`config.mk`:
```
export PLATFORM = sky130hd
export DESIGN_NAME = first_minimum_parabolic_locator
export DESIGN_NICKNAME = d
export VERILOG_FILES = /design/src/design/fmpl_pkg.sv /design/src/design/fmpl_csr.sv /design/src/design/fmpl_div.sv /design/src/design/fmpl_mul.sv /design/src/design/first_minimum_parabolic_locator.sv
export SDC_FILE = /design/constraint.sdc
export NUM_CORES = 1
export LEC_CHECK = 0
export BUFFER_PORTS_ARGS = -buffer_cell sky130_fd_sc_hd__buf_2
export CORE_MARGIN = 3
export CORE_UTILIZATION = 40
export DETAILED_ROUTE_END_ITERATION = 10
export PLACE_DENSITY_LB_ADDON = 0.08
export SLEW_MARGIN = 40
export SYNTH_ARGS = -nofsm -noshare
export SYNTH_HDL_FRONTEND = slang
export SYNTH_SLANG_ARGS = --single-unit
```
`constraint.sdc`:
```
create_clock -name clock -period 22.1 [get_ports clock]
set_input_delay 2.21 -clock clock [delete_from_list [all_inputs] [get_ports clock]]
set_output_delay 2.21 -clock clock [all_outputs]
set_load 0.03 [all_outputs]
```
`src/design/fmpl_pkg.sv`:
```
// ----------------------------------------------------------------------------
// fmpl_pkg
// Shared widths, codes and types of the first-minimum parabolic locator.
// ----------------------------------------------------------------------------
package fmpl_pkg;

   localparam int VALUE_W   = 16;
   localparam int FRAC_W    = 14;
   localparam int CFG_W     = 24;
   localparam int OFF_W     = 17;
   localparam int NUM_W     = 31;
   localparam int DVS_W     = 18;
   localparam int DEN_W     = 19;
   localparam int MIN_BIN_W = 11;
   localparam int POS_W     = 32;
   localparam int STATUS_W  = 2;
   localparam int CSR_ADDR_W = 3;
   localparam int CSR_DATA_W = 32;

   localparam logic [VALUE_W-1:0] ONE_Q14    = 16'd16384;
   localparam logic [FRAC_W-1:0]  ROUND_HALF = 14'd8192;
   localparam logic [OFF_W-1:0]   OFF_MAX    = 17'h0FFFF;
   localparam logic [OFF_W-1:0]   OFF_MIN    = 17'h10000;
   localparam logic [CFG_W-1:0]   BIN_WIDTH_RST = 24'd83046;

   localparam logic [STATUS_W-1:0] STATUS_NONE  = 2'd0;
   localparam logic [STATUS_W-1:0] STATUS_FOUND = 2'd1;
   localparam logic [STATUS_W-1:0] STATUS_FLAT  = 2'd2;

   localparam logic CSR_FIRST_BIN_CENTER = 1'b0;
   localparam logic CSR_BIN_WIDTH        = 1'b1;

   typedef struct packed {
      logic [CFG_W-1:0] first_bin_center;
      logic [CFG_W-1:0] bin_width;
   } cfg_type;

endpackage

```
`src/design/fmpl_csr.sv`:
```
// ----------------------------------------------------------------------------
// fmpl_csr
// APB-style register file: bin center origin and bin width.
// ----------------------------------------------------------------------------
module fmpl_csr import fmpl_pkg::*; (
   input  logic                  clock,
   input  logic                  reset,
   input  logic                  psel,
   input  logic                  penable,
   input  logic                  pwrite,
   input  logic [CSR_ADDR_W-1:0] paddr,
   input  logic [CSR_DATA_W-1:0] pwdata,
   output logic [CSR_DATA_W-1:0] prdata,
   output logic                  pready,
   output cfg_type               cfg
);

   cfg_type cfg_ff;
   logic    reg_sel;
   logic    wr_en;

   assign reg_sel = paddr[2];
   assign wr_en   = psel & penable & pwrite;
   assign pready  = 1'b1;
   assign cfg     = cfg_ff;

   always_ff @(posedge clock) begin
      if (reset) begin
         cfg_ff.first_bin_center <= '0;
         cfg_ff.bin_width        <= BIN_WIDTH_RST;
      end else if (wr_en) begin
         unique case (reg_sel)
            CSR_FIRST_BIN_CENTER: cfg_ff.first_bin_center <= pwdata[CFG_W-1:0];
            CSR_BIN_WIDTH:        cfg_ff.bin_width        <= pwdata[CFG_W-1:0];
            default:              cfg_ff <= cfg_ff;
         endcase
      end
   end

   always_comb begin
      unique case (reg_sel)
         CSR_FIRST_BIN_CENTER: prdata = {{(CSR_DATA_W-CFG_W){1'b0}}, cfg_ff.first_bin_center};
         CSR_BIN_WIDTH:        prdata = {{(CSR_DATA_W-CFG_W){1'b0}}, cfg_ff.bin_width};
         default:              prdata = '0;
      endcase
   end

endmodule

```
`src/design/fmpl_div.sv`:
```
// ----------------------------------------------------------------------------
// fmpl_div
// Bit-serial restoring divider for the vertex offset, one quotient bit per
// cycle, with saturation of the signed result to four bins.
// ----------------------------------------------------------------------------
module fmpl_div import fmpl_pkg::*; (
   input  logic             clock,
   input  logic             reset,
   input  logic             start,
   input  logic [NUM_W-1:0] num,
   input  logic [DVS_W-1:0] dvs,
   input  logic             neg,
   output logic             done,
   output logic [OFF_W-1:0] offset
);

   localparam int STEP_W = $clog2(NUM_W);

   logic              busy_ff;
   logic              done_ff;
   logic [STEP_W-1:0] cnt_ff;
   logic [NUM_W-1:0]  num_ff;
   logic [DVS_W-1:0]  rem_ff;
   logic [DVS_W-1:0]  dvs_ff;
   logic [OFF_W-1:0]  q_ff;
   logic              ovf_ff;
   logic              neg_ff;
   logic [OFF_W-1:0]  offset_ff;

   logic [DVS_W+1:0]  trial;
   logic              ge;
   logic [OFF_W-1:0]  q_in;
   logic              ovf_in;
   logic              pos_big;
   logic              neg_big;
   logic [OFF_W-1:0]  sat_in;

   assign trial   = {1'b0, rem_ff, num_ff[NUM_W-1]} - {2'b00, dvs_ff};
   assign ge      = ~trial[DVS_W+1];
   assign q_in    = {q_ff[OFF_W-2:0], ge};
   assign ovf_in  = ovf_ff | q_ff[OFF_W-1];
   assign pos_big = ovf_in | q_in[OFF_W-1];
   assign neg_big = ovf_in | (q_in[OFF_W-1] & (|q_in[OFF_W-2:0]));

   always_comb begin
      if (neg_ff) begin
         sat_in = neg_big ? OFF_MIN : (~q_in + OFF_W'(1));
      end else begin
         sat_in = pos_big ? OFF_MAX : q_in;
      end
   end

   always_ff @(posedge clock) begin
      if (reset) begin
         busy_ff <= 1'b0;
         done_ff <= 1'b0;
         cnt_ff  <= '0;
      end else begin
         done_ff <= 1'b0;
         if (start) begin
            busy_ff <= 1'b1;
            cnt_ff  <= '0;
            num_ff  <= num;
            dvs_ff  <= dvs;
            neg_ff  <= neg;
            rem_ff  <= '0;
            q_ff    <= '0;
            ovf_ff  <= 1'b0;
         end else if (busy_ff) begin
            num_ff <= {num_ff[NUM_W-2:0], 1'b0};
            rem_ff <= ge ? trial[DVS_W-1:0] : {rem_ff[DVS_W-2:0], num_ff[NUM_W-1]};
            q_ff   <= q_in;
            ovf_ff <= ovf_in;
            cnt_ff <= cnt_ff + STEP_W'(1);
            if (cnt_ff == STEP_W'(NUM_W-1)) begin
               busy_ff   <= 1'b0;
               done_ff   <= 1'b1;
               offset_ff <= sat_in;
            end
         end
      end
   end

   assign done   = done_ff;
   assign offset = offset_ff;

endmodule

```
`src/design/fmpl_mul.sv`:
```
// ----------------------------------------------------------------------------
// fmpl_mul
// Shift-add serial multiplier: one multiplier bit per cycle against the
// bin width.
// ----------------------------------------------------------------------------
module fmpl_mul import fmpl_pkg::*; #(
   parameter int MUL_W = 17
) (
   input  logic                   clock,
   input  logic                   reset,
   input  logic                   start,
   input  logic [CFG_W-1:0]       mcand,
   input  logic [MUL_W-1:0]       mplier,
   output logic                   done,
   output logic [CFG_W+MUL_W-1:0] product
);

   localparam int STEP_W = $clog2(MUL_W);

   logic              busy_ff;
   logic              done_ff;
   logic [STEP_W-1:0] cnt_ff;
   logic [CFG_W-1:0]  mc_ff;
   logic [CFG_W-1:0]  hi_ff;
   logic [MUL_W-1:0]  lo_ff;
   logic [CFG_W:0]    sum;

   assign sum = {1'b0, hi_ff} + (lo_ff[0] ? {1'b0, mc_ff} : '0);

   always_ff @(posedge clock) begin
      if (reset) begin
         busy_ff <= 1'b0;
         done_ff <= 1'b0;
         cnt_ff  <= '0;
      end else begin
         done_ff <= 1'b0;
         if (start) begin
            busy_ff <= 1'b1;
            cnt_ff  <= '0;
            mc_ff   <= mcand;
            hi_ff   <= '0;
            lo_ff   <= mplier;
         end else if (busy_ff) begin
            hi_ff  <= sum[CFG_W:1];
            lo_ff  <= {sum[0], lo_ff[MUL_W-1:1]};
            cnt_ff <= cnt_ff + STEP_W'(1);
            if (cnt_ff == STEP_W'(MUL_W-1)) begin
               busy_ff <= 1'b0;
               done_ff <= 1'b1;
            end
         end
      end
   end

   assign done    = done_ff;
   assign product = {hi_ff, lo_ff};

endmodule

```
`src/design/first_minimum_parabolic_locator.sv`:
```
// ----------------------------------------------------------------------------
// first_minimum_parabolic_locator
// Streams histogram bins, finds the first local minimum below 1.0 and
// reports its parabolic vertex position once per frame.
// ----------------------------------------------------------------------------
// Bins are taken one per cycle while the request side is not held. The bin that
// confirms a minimum with a nonzero denominator holds it while the serial divider
// produces one quotient bit per cycle. The last bin of a frame that has a minimum
// holds it while the shift-add multiplier (MUL_W = max(17, clog2(MAX_BINS+1)))
// runs once for the bin center and once for the offset; a frame without a
// minimum holds it only to emit. A finished result sits in an output register,
// so the next frame streams in while it waits.
module first_minimum_parabolic_locator import fmpl_pkg::*; #(
   parameter int MAX_BINS = 1024
) (
   input  logic                    clock,
   input  logic                    reset,
   input  logic                    req_valid,
   output logic                    req_ready,
   input  logic [VALUE_W-1:0]      req_bin_value,
   input  logic                    req_frame_end,
   output logic                    rsp_valid,
   input  logic                    rsp_ready,
   output logic [STATUS_W-1:0]     rsp_status,
   output logic [MIN_BIN_W-1:0]    rsp_min_bin,
   output logic signed [OFF_W-1:0] rsp_offset_bins,
   output logic signed [POS_W-1:0] rsp_position,
   input  logic                    psel,
   input  logic                    penable,
   input  logic                    pwrite,
   input  logic [CSR_ADDR_W-1:0]   paddr,
   input  logic [CSR_DATA_W-1:0]   pwdata,
   output logic [CSR_DATA_W-1:0]   prdata,
   output logic                    pready
);

   localparam int CNT_W  = $clog2(MAX_BINS + 1);
   localparam int MUL_W  = (CNT_W > OFF_W) ? CNT_W : OFF_W;
   localparam int PROD_W = CFG_W + MUL_W;
   localparam int TERM_W = PROD_W + 1 - FRAC_W;
   localparam int SUM_W  = PROD_W + 2;

   typedef enum logic [2:0] {
      ST_RUN,
      ST_DIV,
      ST_MUL_BASE,
      ST_MUL_OFF,
      ST_SUM,
      ST_EMIT
   } state_type;

   cfg_type cfg;

   state_type            state_ff;
   logic [VALUE_W-1:0]   win_ff [3];
   logic [CNT_W-1:0]     count_ff;
   logic                 found_ff;
   logic                 flat_ff;
   logic [CNT_W-1:0]     found_bin_ff;
   logic [OFF_W-1:0]     found_off_ff;
   logic                 end_pend_ff;
   logic                 mul_go_ff;
   logic [PROD_W:0]      base_ff;
   logic [SUM_W-1:0]     term_ff;
   logic [POS_W-1:0]     pos_ff;
   logic                 rsp_valid_ff;
   logic [STATUS_W-1:0]  status_ff;
   logic [MIN_BIN_W-1:0] min_bin_ff;
   logic [OFF_W-1:0]     offset_ff;
   logic [POS_W-1:0]     position_ff;

   logic                 accept;
   logic                 in_range;
   logic [DEN_W-1:0]     den_s;
   logic                 den_zero;
   logic [DEN_W-1:0]     den_abs;
   logic [OFF_W-1:0]     diff_s;
   logic [OFF_W-1:0]     diff_abs;
   logic [NUM_W-1:0]     div_num;
   logic [DVS_W-1:0]     div_dvs;
   logic                 div_neg;
   logic                 det;
   logic                 div_start;
   logic                 div_done;
   logic [OFF_W-1:0]     div_offset;

   logic [CNT_W-1:0]     fb_m1;
   logic [OFF_W-1:0]     off_abs;
   logic [MUL_W-1:0]     mul_b;
   logic                 mul_done;
   logic [PROD_W-1:0]    product;
   logic [PROD_W:0]      rnd_sum;
   logic [TERM_W-1:0]    term_mag;
   logic [SUM_W-1:0]     term_ext;
   logic [SUM_W-1:0]     pos_full;
   logic [SUM_W-POS_W:0] pos_top;
   logic                 pos_fits;
   logic [POS_W-1:0]     pos_sat;
   logic [CNT_W+MIN_BIN_W-1:0] fb_ext;

   fmpl_csr u_csr (
      .clock   (clock),
      .reset   (reset),
      .psel    (psel),
      .penable (penable),
      .pwrite  (pwrite),
      .paddr   (paddr),
      .pwdata  (pwdata),
      .prdata  (prdata),
      .pready  (pready),
      .cfg     (cfg)
   );

   assign req_ready = (state_ff == ST_RUN);
   assign accept    = req_valid & req_ready;
   assign in_range  = (count_ff < CNT_W'(MAX_BINS));

   // window: [0] next, [1] current, [2] previous
   assign den_s    = {2'b00, win_ff[1], 1'b0} - {3'b000, win_ff[0]} - {3'b000, win_ff[2]};
   assign den_zero = (den_s == '0);
   assign den_abs  = den_s[DEN_W-1] ? (~den_s + DEN_W'(1)) : den_s;
   assign diff_s   = {1'b0, win_ff[0]} - {1'b0, win_ff[2]};
   assign diff_abs = diff_s[OFF_W-1] ? (~diff_s + OFF_W'(1)) : diff_s;
   assign div_num  = {1'b0, diff_abs[VALUE_W-1:0], {FRAC_W{1'b0}}}
                   + {{(NUM_W-DVS_W+1){1'b0}}, den_abs[DVS_W-2:0]};
   assign div_dvs  = {den_abs[DVS_W-2:0], 1'b0};
   assign div_neg  = diff_s[OFF_W-1] ^ den_s[DEN_W-1];

   assign det = in_range & ~found_ff & (count_ff >= CNT_W'(3))
              & (win_ff[0] > win_ff[1]) & (req_bin_value > win_ff[1])
              & (win_ff[1] < ONE_Q14);
   assign div_start = accept & det & ~den_zero;

   fmpl_div u_div (
      .clock  (clock),
      .reset  (reset),
      .start  (div_start),
      .num    (div_num),
      .dvs    (div_dvs),
      .neg    (div_neg),
      .done   (div_done),
      .offset (div_offset)
   );

   assign fb_m1   = found_bin_ff - CNT_W'(1);
   assign off_abs = found_off_ff[OFF_W-1] ? (~found_off_ff + OFF_W'(1)) : found_off_ff;
   assign mul_b   = (state_ff == ST_MUL_BASE) ? MUL_W'(fb_m1) : MUL_W'(off_abs);

   fmpl_mul #(
      .MUL_W (MUL_W)
   ) u_mul (
      .clock   (clock),
      .reset   (reset),
      .start   (mul_go_ff),
      .mcand   (cfg.bin_width),
      .mplier  (mul_b),
      .done    (mul_done),
      .product (product)
   );

   assign rnd_sum  = {1'b0, product} + (PROD_W+1)'(ROUND_HALF);
   assign term_mag = rnd_sum[PROD_W:FRAC_W];
   assign term_ext = SUM_W'(term_mag);
   assign pos_full = {1'b0, base_ff} + term_ff;
   assign pos_top  = pos_full[SUM_W-1:POS_W-1];
   assign pos_fits = (&pos_top) | ~(|pos_top);
   assign pos_sat  = pos_fits ? pos_full[POS_W-1:0]
                   : (pos_full[SUM_W-1] ? {1'b1, {(POS_W-1){1'b0}}}
                                        : {1'b0, {(POS_W-1){1'b1}}});
   assign fb_ext   = {{MIN_BIN_W{1'b0}}, found_bin_ff};

   always_ff @(posedge clock) begin
      if (reset) begin
         state_ff     <= ST_RUN;
         win_ff[0]    <= '0;
         win_ff[1]    <= '0;
         win_ff[2]    <= '0;
         count_ff     <= '0;
         found_ff     <= 1'b0;
         flat_ff      <= 1'b0;
         found_bin_ff <= '0;
         found_off_ff <= '0;
         end_pend_ff  <= 1'b0;
         mul_go_ff    <= 1'b0;
         rsp_valid_ff <= 1'b0;
      end else begin
         mul_go_ff <= 1'b0;
         if (rsp_valid_ff && rsp_ready) begin
            rsp_valid_ff <= 1'b0;
         end
         unique case (state_ff)
            ST_RUN: begin
               if (accept) begin
                  if (in_range) begin
                     win_ff[2] <= win_ff[1];
                     win_ff[1] <= win_ff[0];
                     win_ff[0] <= req_bin_value;
                     count_ff  <= count_ff + CNT_W'(1);
                     if (det) begin
                        found_ff     <= 1'b1;
                        found_bin_ff <= count_ff - CNT_W'(1);
                        flat_ff      <= den_zero;
                     end
                  end
                  end_pend_ff <= req_frame_end;
                  if (div_start) begin
                     state_ff <= ST_DIV;
                  end else if (req_frame_end) begin
                     if (found_ff || det) begin
                        state_ff  <= ST_MUL_BASE;
                        mul_go_ff <= 1'b1;
                     end else begin
                        state_ff <= ST_EMIT;
                     end
                  end
               end
            end
            ST_DIV: begin
               if (div_done) begin
                  found_off_ff <= div_offset;
                  if (end_pend_ff) begin
                     state_ff  <= ST_MUL_BASE;
                     mul_go_ff <= 1'b1;
                  end else begin
                     state_ff <= ST_RUN;
                  end
               end
            end
            ST_MUL_BASE: begin
               if (mul_done) begin
                  base_ff   <= {1'b0, product} + (PROD_W+1)'(cfg.first_bin_center);
                  state_ff  <= ST_MUL_OFF;
                  mul_go_ff <= 1'b1;
               end
            end
            ST_MUL_OFF: begin
               if (mul_done) begin
                  term_ff  <= found_off_ff[OFF_W-1] ? (~term_ext + SUM_W'(1)) : term_ext;
                  state_ff <= ST_SUM;
               end
            end
            ST_SUM: begin
               pos_ff   <= pos_sat;
               state_ff <= ST_EMIT;
            end
            ST_EMIT: begin
               if (!rsp_valid_ff || rsp_ready) begin
                  rsp_valid_ff <= 1'b1;
                  if (found_ff) begin
                     status_ff   <= flat_ff ? STATUS_FLAT : STATUS_FOUND;
                     min_bin_ff  <= fb_ext[MIN_BIN_W-1:0];
                     offset_ff   <= found_off_ff;
                     position_ff <= pos_ff;
                  end else begin
                     status_ff   <= STATUS_NONE;
                     min_bin_ff  <= '0;
                     offset_ff   <= '0;
                     position_ff <= '0;
                  end
                  win_ff[0]    <= '0;
                  win_ff[1]    <= '0;
                  win_ff[2]    <= '0;
                  count_ff     <= '0;
                  found_ff     <= 1'b0;
                  flat_ff      <= 1'b0;
                  found_bin_ff <= '0;
                  found_off_ff <= '0;
                  state_ff     <= ST_RUN;
               end
            end
            default: state_ff <= ST_RUN;
         endcase
      end
   end

   assign rsp_valid       = rsp_valid_ff;
   assign rsp_status      = status_ff;
   assign rsp_min_bin     = min_bin_ff;
   assign rsp_offset_bins = offset_ff;
   assign rsp_position    = position_ff;

endmodule

```
; After elaboration in Yosys (flattened, before gate mapping)
; Memory sizes are Yosys's and may differ from the RTL's.
; Cells that the tools add are included.
[word_totals]
ff_bits = 455
ram_bits = 48
output_inout_bits = 97
word_cells = 232
n_memories = 1
[classes]
n_addsub = 19
n_lt_le_gt_ge = 5
n_eq_ne = 15
muxes = 88
bitwise = 36
n_reduce_logical = 33
[memory_table]
columns = memory, words, word_bits, read_ports, rd_ports_with_merged_regs, wr, line_no
row1 = win_ff, 3, 16, 3, 0, 3, first_minimum_parabolic_locator.sv:55  ; logic [VALUE_W-1:0] win_ff [3];
[op_table]
columns = operator, n
row1 = $mux 17, 11
row2 = $mux 16, 7
row3 = $mux 11, 6
row4 = $mux 32, 2
row5 = $pmux 32 s2, 1
row6 = $mux 31, 2
row7 = $add 17x1->17 const B, 3
row8 = $not 17->17, 3
row9 = $mux 24, 2
row10 = $pmux 11 s2, 2
row11 = $add 42x43->43, 1
row12 = $add 43x1->43 const B, 1
row13 = $not 28->43, 1
row14 = $add 41x14->42 const B, 1
row15 = $add 41x24->42, 1
row16 = $mux 1, 37
row17 = $mux 18, 2
row18 = $pmux 17 s2, 1
row19 = $gt 16x16->1, 2
row20 = $add 30x17->31, 1
row21 = $mux 28, 1
row22 = $add 24x25->25, 1
row23 = $mux 3, 8
row24 = $sub 11x1->11 const B, 2
row25 = other kinds (42), 97

; Longest topological paths before layout
; Gate-level depths: netlist (run 1).
[logic_depth]
depth_word = 12
ltp_mapped = 33
mapped_depth_nobuf = 31

; Hierarchy
; From an unflattened synthesis (run 1), not the netlist that was laid out.
[hier_totals]
hier_cells = 3327
hier_area_um2 = 33080.5
[by_module_without_submodules]
columns = mod, n_inst, cells_per_inst, area_per_inst_um2
row1 = first_minimum_parabolic_locator, 1, 2267, 20943.8
row2 = fmpl_div, 1, 481, 5667.9
row3 = fmpl_mul, 1, 349, 4081.4
row4 = fmpl_csr, 1, 230, 2387.3

; Worst setup path before layout (run 1)
; Ideal clock, no wire load.
[synth_timing]
kind = input to register
from = input req_bin_value[9]
to = register u_div.num_ff[0], enable pin
arrival_ns = 6.888
t_required_ns = 21.608
path_slack_ns = 14.720
path_stages = 12
path_buffers = 0
path_cell_list = ha_1 > a21o_1 > a21o_1 > a21o_1 > a21oi_1 > o21ai_0 > a221oi_1 > or3_1 > or2_2 > o21bai_4 > nor2b_1 > nor2_1
[synth_via]
elab_chain_cells = 7
[synth_rtl]
columns = item, line_no
row1 = "start, declared", first_minimum_parabolic_locator.sv:20  ; input logic [VALUE_W-1:0] req_bin_value,
row2 = $gt 16x16->1, first_minimum_parabolic_locator.sv:130  ; & (win_ff[0] > win_ff[1]) & (req_bin_value > win_ff[1])
row3 = $and 1x1->1, first_minimum_parabolic_locator.sv:130
row4 = $and 1x1->1, first_minimum_parabolic_locator.sv:131  ; & (win_ff[1] < ONE_Q14);
row5 = $and 1x1->1 (2 in a row), first_minimum_parabolic_locator.sv:132  ; assign div_start = accept & det & ~den_zero;
row6 = $reduce_bool 2->1 (no source line), n/a
row7 = $reduce_and 2->1 (no source line), n/a
row8 = "end signal, assigned", fmpl_div.sv:63  ; num_ff <= num;
row9 = "end signal, assigned", fmpl_div.sv:70  ; num_ff <= {num_ff[NUM_W-2:0], 1'b0};
row10 = "end, declared", fmpl_div.sv:22  ; logic [NUM_W-1:0] num_ff;
; No other way between the ends.
; A chain may end at the register's enable or synchronous reset.

==> results by group, run 1 <==
Floorplanning
  • Number of ports placed on the die boundary: 156
  • Number of rows created at floorplan: 102
  • Vertical extent of the die: 286.1 microns
  • Core Box Area: 77590 sq um
  • Die ar.: 81830 sq um
  • Starting Density: 0.4043
  • Chip width: 286.1 microns

Critical path
  • Maximum net fanout on the critical path: 15
  • CP arrival: 7660 ps
  • Required arrival time at the worst endpoint: 22450 ps
  • Slowest cell delay on critical path: 550 ps
  • Crit-path most repeated cell: sky130_fd_sc_hd__a21oi_1
  • Worst Path Class, Setup: flop to flop
  • WP buf/inv: 3
  • Critical register-to-register path startpoint: win_ff[0][1]
  • Worst Setup End Kind: flop
  • Family with the most delay on the worst path: compound AO/OA/AOI/OAI gates
  • CP startpoint kind: flop
  • Highest-delay cell along the critical path: sky130_fd_sc_hd__a21oi_1
  • Beginning of the critical path: win_ff[0][1]

Power and ir drop
  • Combinational Power Share: 0.429
  • Sequential group share of total power: 0.313
  • Worst IR Drop VDD: 0.1562 mV
  • Int Power: 0.002324 W
  • Switching Share: 0.3871
  • Switching Power: 0.001468 W
  • Leakage: 13.62 nW
  • Relative contribution of the clock network to total power: 0.258
  • Power Dens Cells: 108.0 nW/um^2

Detailed routing
  • Routed WL: 82740 microns
  • Average wire per cell in the routed design: 18.83 microns
  • 1st-pass router iterations: 5
  • Number of design-rule violations left by the first detailed-router iteration: 1365
  • Final antenna-violating net count: 0
  • Count of unresolved DRC violations after routing: 0
  • Average via count per standard cell: 5.407
  • Total vias in the final route: 23760

Clocking
  • Clock-pin transition on the worst setup and hold timing paths: 60 ps
  • Post-CTS Setup Bufs: 0
  • Clock buffer count from CTS: 58
  • Post-cts repair resize count: 0
  • Cell at the root of the clock tree: sky130_fd_sc_hd__clkbuf_16
  • Total of hold buffers inserted after clock tree synthesis: 0
  • Buffer levels on the longest clock path: 3
  • Insertion delay to the later sink of the worst-skew pair: 630 ps
  • TritonCTS clock tree: built
  • Level count of the clock H-tree: 2
  • CTS sink count: 503

Cells and area
  • Post-route insts no fill: 4394
  • Post-layout net count: 3572
  • Fill cells: 7429
  • Ratio of cells with drive above 1 in the final layout: 0.1041
  • Area taken by flip-flops and latches: 14020 sq um
  • Multi-input combinational cell area: 16320 sq um
  • Synth-to-Final Area Change: 11.87%

Yosys
  • Post-synthesis area per instance: 9.759 sq um
  • Fraction of registers with async set or reset after synthesis: 0
  • Number of instances in the synthesized netlist: 3215
  • Flop and latch count out of synthesis: 503
  • Sequential-to-total area share from yosys stat: 0.4467
  • Compound-gate portion of the synthesized area: 0.1515
  • Area of the mapped netlist: 31370 sq um
  • Count of flip-flops with a built-in enable after synthesis: 394
  • Number of distinct library cells after synthesis: 94
  • Post-synthesis share of cell area spent on full adders, half adders and majority gates: 0.08566
  • Number of warnings issued by yosys: 0
  • Combinational family with the most area after synthesis: simple AND/OR/NAND/NOR gates
  • Simple-gate portion of the synthesized area: 0.1846
  • Dominant register cell in the synthesized netlist: sky130_fd_sc_hd__edfxtp_1
  • Xor and xnor fraction of the mapped netlist area: 0.07454
  • Proportion of synthesized area in mux cells: 0.01926

Placement
  • Post-Place Cells: 4283
  • Post-DP HPWL: 62900 microns
  • Pre-CTS setup slack: 14910 ps
  • Gp weighted congestion: 0.8755
  • Count of buffers from port buffering: 136

STA
  • Minimum period implied by the final worst setup slack: 7317 ps
  • Setup violation total in the final timing report: 0
  • Final setup TNS: 0 ps
  • Fin. max-slew vios: 0
  • Final Cycle Share: 0.3311
  • Actual slew at the worst max-slew pin: 839.7 ps
  • RSZ-0062 raised after global routing: no
  • Count of final hold-check violations: 0
  • Worst setup margin: 14780 ps
  • Fmax: 136.7 MHz
  • Worst clock skew: 22.80 ps
  • Worst relative slew slack: 0.4257

Worst hold path
  • Critical hold path startpoint: end_pend_ff
  • Worst hold path type: flop to flop

GRT
  • Number of antenna violations at the first check in global routing: 2
  • Maximum number of pins on one net before global-route repair: 68
  • Via count of the first global-routing pass: 24150
  • Total Routing Usage GR: 0.2006
  • Overflow left after global routing: 0
  • Wire length of the first global-routing pass: 131700 microns

Run status
  • Run status: completed

Flow run
  • Count of max-cap constraint violations: 0
-- area by class of cell --
cell class              count  share of cell area
inverters                 152             0.01626
well taps                1040             0.03708
clock buffers              82             0.04895
clock inverters            28            0.007130
multi-input cells        2426              0.4651
flip-flops and latches    503              0.3994
diodes                      1          0.00007130
repair buffers            162             0.02602
-- cells by family (layout without fill, tap and decap cells) --
logic type / after synthesis / in the layout
multiplexers: 55 / 55
flip-flops: 503 / 503
adder cells (fa/ha/maj): 210 / 210
buffers and inverters: 293 / 424
XOR/XNOR: 267 / 267
other: 2 / 10
AND/OR/NAND/NOR: 1150 / 1150
AO/OA/AOI/OAI: 735 / 735
-- synthesized netlist by cell type, types with 39 or more instances --
cell / n / area share
sky130_fd_sc_hd__nor2_1: 278 / 0.033
sky130_fd_sc_hd__and2_1: 128 / 0.026
sky130_fd_sc_hd__a21oi_1: 240 / 0.038
sky130_fd_sc_hd__nor3_1: 74 / 0.012
sky130_fd_sc_hd__nand2b_1: 47 / 0.0094
sky130_fd_sc_hd__o21ai_0: 133 / 0.021
sky130_fd_sc_hd__o21a_1: 55 / 0.013
sky130_fd_sc_hd__nand3_1: 70 / 0.011
sky130_fd_sc_hd__xor2_1: 102 / 0.028
sky130_fd_sc_hd__dfxtp_1: 109 / 0.070
sky130_fd_sc_hd__nor4_1: 47 / 0.0094
sky130_fd_sc_hd__xnor2_1: 165 / 0.046
sky130_fd_sc_hd__ha_1: 202 / 0.081
sky130_fd_sc_hd__clkbuf_1: 111 / 0.013
sky130_fd_sc_hd__nand2_1: 278 / 0.033
sky130_fd_sc_hd__and3_1: 39 / 0.0078
sky130_fd_sc_hd__inv_1: 151 / 0.018
sky130_fd_sc_hd__a21o_1: 69 / 0.017
sky130_fd_sc_hd__edfxtp_1: 394 / 0.38
sky130_fd_sc_hd__nand4_1: 42 / 0.0084
-- tightest hold or removal path, stage by stage, from the launching register on --
cell and delay (ps):
sky130_fd_sc_hd__dfxtp_1 300, sky130_fd_sc_hd__nand2_1 50, sky130_fd_sc_hd__a21oi_1 50
-- through the flow --
| step | power, W | hold WS, ps | utilization | instance area, sq um |
|---|---|---|---|---|
| after detailed placement | 0.002841 | 438.2 | 0.4268 | 33120 |
| after global placement | 0.002811 | 441.4 | 0.4253 | 33000 |
| after floorplan | 0.002431 | 424.5 | - | 31400 |
| after global routing | 0.004067 | 474.4 | 0.4523 | 35090 |
| final | 0.003792 | 449.7 | 0.4523 | 35100 |
| after CTS | 0.003841 | 451.7 | 0.4521 | 35080 |
-- layout by cell type, fill, tap and decap left out, types with 13 or more instances in the layout --
master	count
sky130_fd_sc_hd__o21ai_1	20
sky130_fd_sc_hd__nand4_1	42
sky130_fd_sc_hd__nor2b_1	29
sky130_fd_sc_hd__o21a_1	55
sky130_fd_sc_hd__nor4_1	46
sky130_fd_sc_hd__edfxtp_1	394
sky130_fd_sc_hd__a21oi_1	240
sky130_fd_sc_hd__nand2_1	278
sky130_fd_sc_hd__clkbuf_16	63
sky130_fd_sc_hd__xnor2_1	165
sky130_fd_sc_hd__nand3_1	70
sky130_fd_sc_hd__or3_1	35
sky130_fd_sc_hd__o21bai_1	14
sky130_fd_sc_hd__inv_1	150
sky130_fd_sc_hd__dfxtp_1	107
sky130_fd_sc_hd__o31ai_1	14
sky130_fd_sc_hd__mux2_1	13
sky130_fd_sc_hd__or2_2	14
sky130_fd_sc_hd__a31oi_1	20
sky130_fd_sc_hd__mux2_2	30
sky130_fd_sc_hd__a211oi_1	19
sky130_fd_sc_hd__buf_2	135
sky130_fd_sc_hd__nor3_1	71
sky130_fd_sc_hd__o211ai_1	15
sky130_fd_sc_hd__and3_1	39
sky130_fd_sc_hd__nand2b_1	46
sky130_fd_sc_hd__and2_1	128
sky130_fd_sc_hd__ha_1	202
sky130_fd_sc_hd__buf_4	23
sky130_fd_sc_hd__a21o_1	69
sky130_fd_sc_hd__nor2_1	269
sky130_fd_sc_hd__o21ai_0	133
sky130_fd_sc_hd__a22oi_1	22
sky130_fd_sc_hd__xor2_1	102
-- power groups by stage --
| stage | Combinational (W) | Clock, W | Sequential (W) |
|---|---|---|---|
| 4_1_cts | 0.00164 | 0.00101 | 0.00119 |
| 3_3_place_gp | 0.00160 | 0 | 0.00121 |
| 2_1_floorplan | 0.00125 | 0 | 0.00118 |
| 5_1_grt | 0.00183 | 0.00105 | 0.00120 |
| 6_report | 0.00163 | 0.000977 | 0.00119 |
| 3_5_place_dp | 0.00163 | 0 | 0.00121 |
-- final timing paths --
path	slack, ps	cells after the start	to
worst max-delay path	14780	30	u_div.num_ff[19]
worst min-delay path	450	2	end_pend_ff
worst max register to register	14780	30	u_div.num_ff[19]
worst min register to register	450	2	end_pend_ff
-- layer usage --
| layer | global-route usage | wire (microns) | share of wire | up-vias |
|---|---|---|---|---|
| li1 | - | - | - | 11840 |
| met5 | 0 | 0 | 0 | - |
| met4 | 0.07920 | 3214 | 0.039 | 0 |
| met2 | 0.3955 | 45340 | 0.55 | 412 |
| met3 | 0.02064 | 2191 | 0.026 | 157 |
| met1 | 0.2166 | 31990 | 0.39 | 11350 |
-- flip-flops by register name, indices dropped and copies added, names as in the netlist, 11 cells and up --
| name | flops |
|---|---|
| win_ff | 48 |
| u_mul.hi_ff | 24 |
| term_ff | 43 |
| u_mul.mc_ff | 24 |
| rsp_position | 32 |
| count_ff | 11 |
| u_mul.lo_ff | 17 |
| u_div.offset | 17 |
| found_off_ff | 17 |
| rsp_min_bin | 11 |
| pos_ff | 32 |
| found_bin_ff | 11 |
| u_csr.cfg | 48 |
| base_ff | 42 |
| u_div.rem_ff | 18 |
| u_div.dvs_ff | 17 |
| rsp_offset_bins | 17 |
| u_div.num_ff | 31 |
| u_div.q_ff | 17 |
(Power assumes the default switching activity.)
==> run 2: changes to the inputs <==
Clock period 22.1 ns to 7.57 ns, I/O delays scaled along.
==> run 2 against run 1 <==
Effect of this change:
- fmax is 9.2% higher
- core utilization is essentially flat
- largest power group unchanged
- first-iteration DRC count fell by 5.9%
- non-clock buffer count grew 3
- sequential share of layout area is essentially flat
- routed wire length fell by 0.61%
- design area about the same
- largest cell class unchanged
- setup slack got worse by 14000 ps
- register-to-register slack worse by 14000 ps
==> results by group, run 2 (same netlist as run 1, synthesis figures left out) <==
Detailed routing
  • Number of design-rule violations left by the first detailed-router iteration: 1285
  • Final antenna-violating net count: 0
  • Average wire per cell in the routed design: 18.71 microns
  • Average via count per standard cell: 5.428
  • Count of unresolved DRC violations after routing: 0
  • Total vias in the final route: 23850
  • Routed WL: 82230 microns
  • 1st-pass router iterations: 5

Clocking
  • Clock-pin transition on the worst setup and hold timing paths: 60 ps
  • CTS sink count: 503
  • Level count of the clock H-tree: 2
  • Clock buffer count from CTS: 58
  • Buffer levels on the longest clock path: 3
  • Insertion delay to the later sink of the worst-skew pair: 610 ps
  • Total of hold buffers inserted after clock tree synthesis: 0
  • Cell at the root of the clock tree: sky130_fd_sc_hd__clkbuf_16
  • TritonCTS clock tree: built

Cells and area
  • Commonest non-fill, non-tap cell in the layout: sky130_fd_sc_hd__edfxtp_1
  • Ratio of cells with drive above 1 in the final layout: 0.1032
  • Multi-input combinational cell area: 16330 sq um
  • Area taken by flip-flops and latches: 14020 sq um
  • Number of diodes added for antenna fixing: 0
  • Post-layout net count: 3575
  • Top library cells by usage in the layout, fill and taps aside: sky130_fd_sc_hd__edfxtp_1 (394), sky130_fd_sc_hd__nand2_1 (278), sky130_fd_sc_hd__nor2_1 (270)
  • Synth-to-Final Area Change: 11.96%
  • Final instance area: 35130 sq um
  • Fill cells: 7533

Critical path
  • CP startpoint kind: flop
  • Required arrival time at the worst endpoint: 7920 ps
  • Worst Path Class, Setup: flop to flop
  • Highest-delay cell along the critical path: sky130_fd_sc_hd__edfxtp_1
  • Worst Setup End Kind: flop
  • CP arrival: 7050 ps
  • Maximum net fanout on the critical path: 15
  • R2r worst-path depth: 30
  • Setup slack on the worst flop-to-flop path: 870 ps
  • Slowest cell delay on critical path: 480 ps

GRT
  • Via count of the first global-routing pass: 23960
  • Wire length of the first global-routing pass: 130200 microns
  • Maximum number of pins on one net before global-route repair: 66
  • Number of antenna violations at the first check in global routing: 0
  • Total Routing Usage GR: 0.1981
  • Overflow left after global routing: 0

Floorplanning
  • Number of rows created at floorplan: 102
  • Die ar.: 81830 sq um
  • Starting Density: 0.4043
  • Core Box Area: 77590 sq um
  • Number of ports placed on the die boundary: 156
  • Chip width: 286.1 microns
  • Vertical extent of the die: 286.1 microns

STA
  • Final Cycle Share: 0.8850
  • Worst clock skew: 17.74 ps
  • Setup violation total in the final timing report: 0
  • Minimum period implied by the final worst setup slack: 6699 ps
  • Count of final hold-check violations: 0
  • Final setup TNS: 0 ps
  • RSZ-0062 raised after global routing: no
  • Actual slew at the worst max-slew pin: 786.3 ps
  • Fmax: 149.3 MHz
  • Worst setup margin: 870.7 ps
  • Worst relative slew slack: 0.4753
  • Fin. max-slew vios: 0

Placement
  • Cell area after placement: 33170 sq um
  • Gp weighted congestion: 0.8670
  • Count of buffers from port buffering: 136
  • Pre-CTS setup slack: 756.6 ps
  • Post-DP HPWL: 63150 microns

Power and ir drop
  • Worst IR Drop VDD: 0.4317 mV
  • Power Dens Cells: 315.2 nW/um^2
  • Leakage: 13.63 nW

Flow run
  • Count of max-cap constraint violations: 0

Worst hold path
  • Depth of the worst hold-timing path: 3
  • Worst hold path type: input pin to flop

Run status
  • Run status: completed
[run 2: changes by cell type in the layout (fill, tap and decap cells not counted), sizes merged]
cell | previous run | this run
buf | 162 | 165
bufinv | 3 | 7
clkbuf | 82 | 76
clkinvlp | 4 | 3
diode | 1 | 0
inv | 153 | 154
[run 2: critical path, delay by kind of cell (launching register included)]
kind,cells,cell delay (ps)
buf+inv,4,540
simple gates,5,930
fa+ha+maj,3,920
flops,1,480
xor+xnor,3,580
compound gates,15,3030
[run 2: repair_timing]
action                     4_1_cts  5_1_grt
setup buffers                    0        0
setup endpoints to repair        0        1
gates resized for setup          0        1
[run 2: per-stage QoR]
| stage | util | total power (W) | cells | hold slack (ps) |
|---|---|---|---|---|
| after detailed placement | 0.4275 | 0.008296 | 4286 | 447.3 |
| after global placement | 0.4256 | 0.008216 | 4280 | 443.9 |
| after CTS | 0.4526 | 0.01120 | 4394 | 336.1 |
| after floorplan | - | 0.007096 | 3222 | 424.5 |
| after global routing | 0.4527 | 0.01186 | 4394 | 356.3 |
| final | 0.4527 | 0.01107 | 4394 | 379.6 |
[run 2: report_power, final]
part | internal [W] | total [W] | switching [W] | leakage [nW]
Combinational | 0.00182 | 0.00476 | 0.00294 | 8.07
Clock | 0.00171 | 0.00284 | 0.00113 | 0.947
Sequential | 0.00329 | 0.00347 | 0.000174 | 4.61
[run 2: worst paths after layout]
check	start	to
max	win_ff[0][1]	u_div.num_ff[19]
min reg2reg	u_csr.cfg[8]	u_mul.mc_ff[8]
max reg2reg	win_ff[0][1]	u_div.num_ff[19]
min	pwdata[5]	u_csr.cfg[5]
[run 2: layer usage]
layer  up-vias  part of all wire  global-route usage
met5         -                 0                   0
met4         0             0.040             0.07459
met3       151             0.027             0.02414
met2       392              0.54              0.3896
met1     11460              0.39              0.2138
li1      11840                 -                   -
[run 2: final cells by class]
cell class              instances  area share
well taps                    1040     0.03704
repair buffers                165     0.02746
clock inverters                32     0.01019
multi-input cells            2426      0.4648
flip-flops and latches        503      0.3991
inverters                     152     0.01624
clock buffers                  76     0.04524
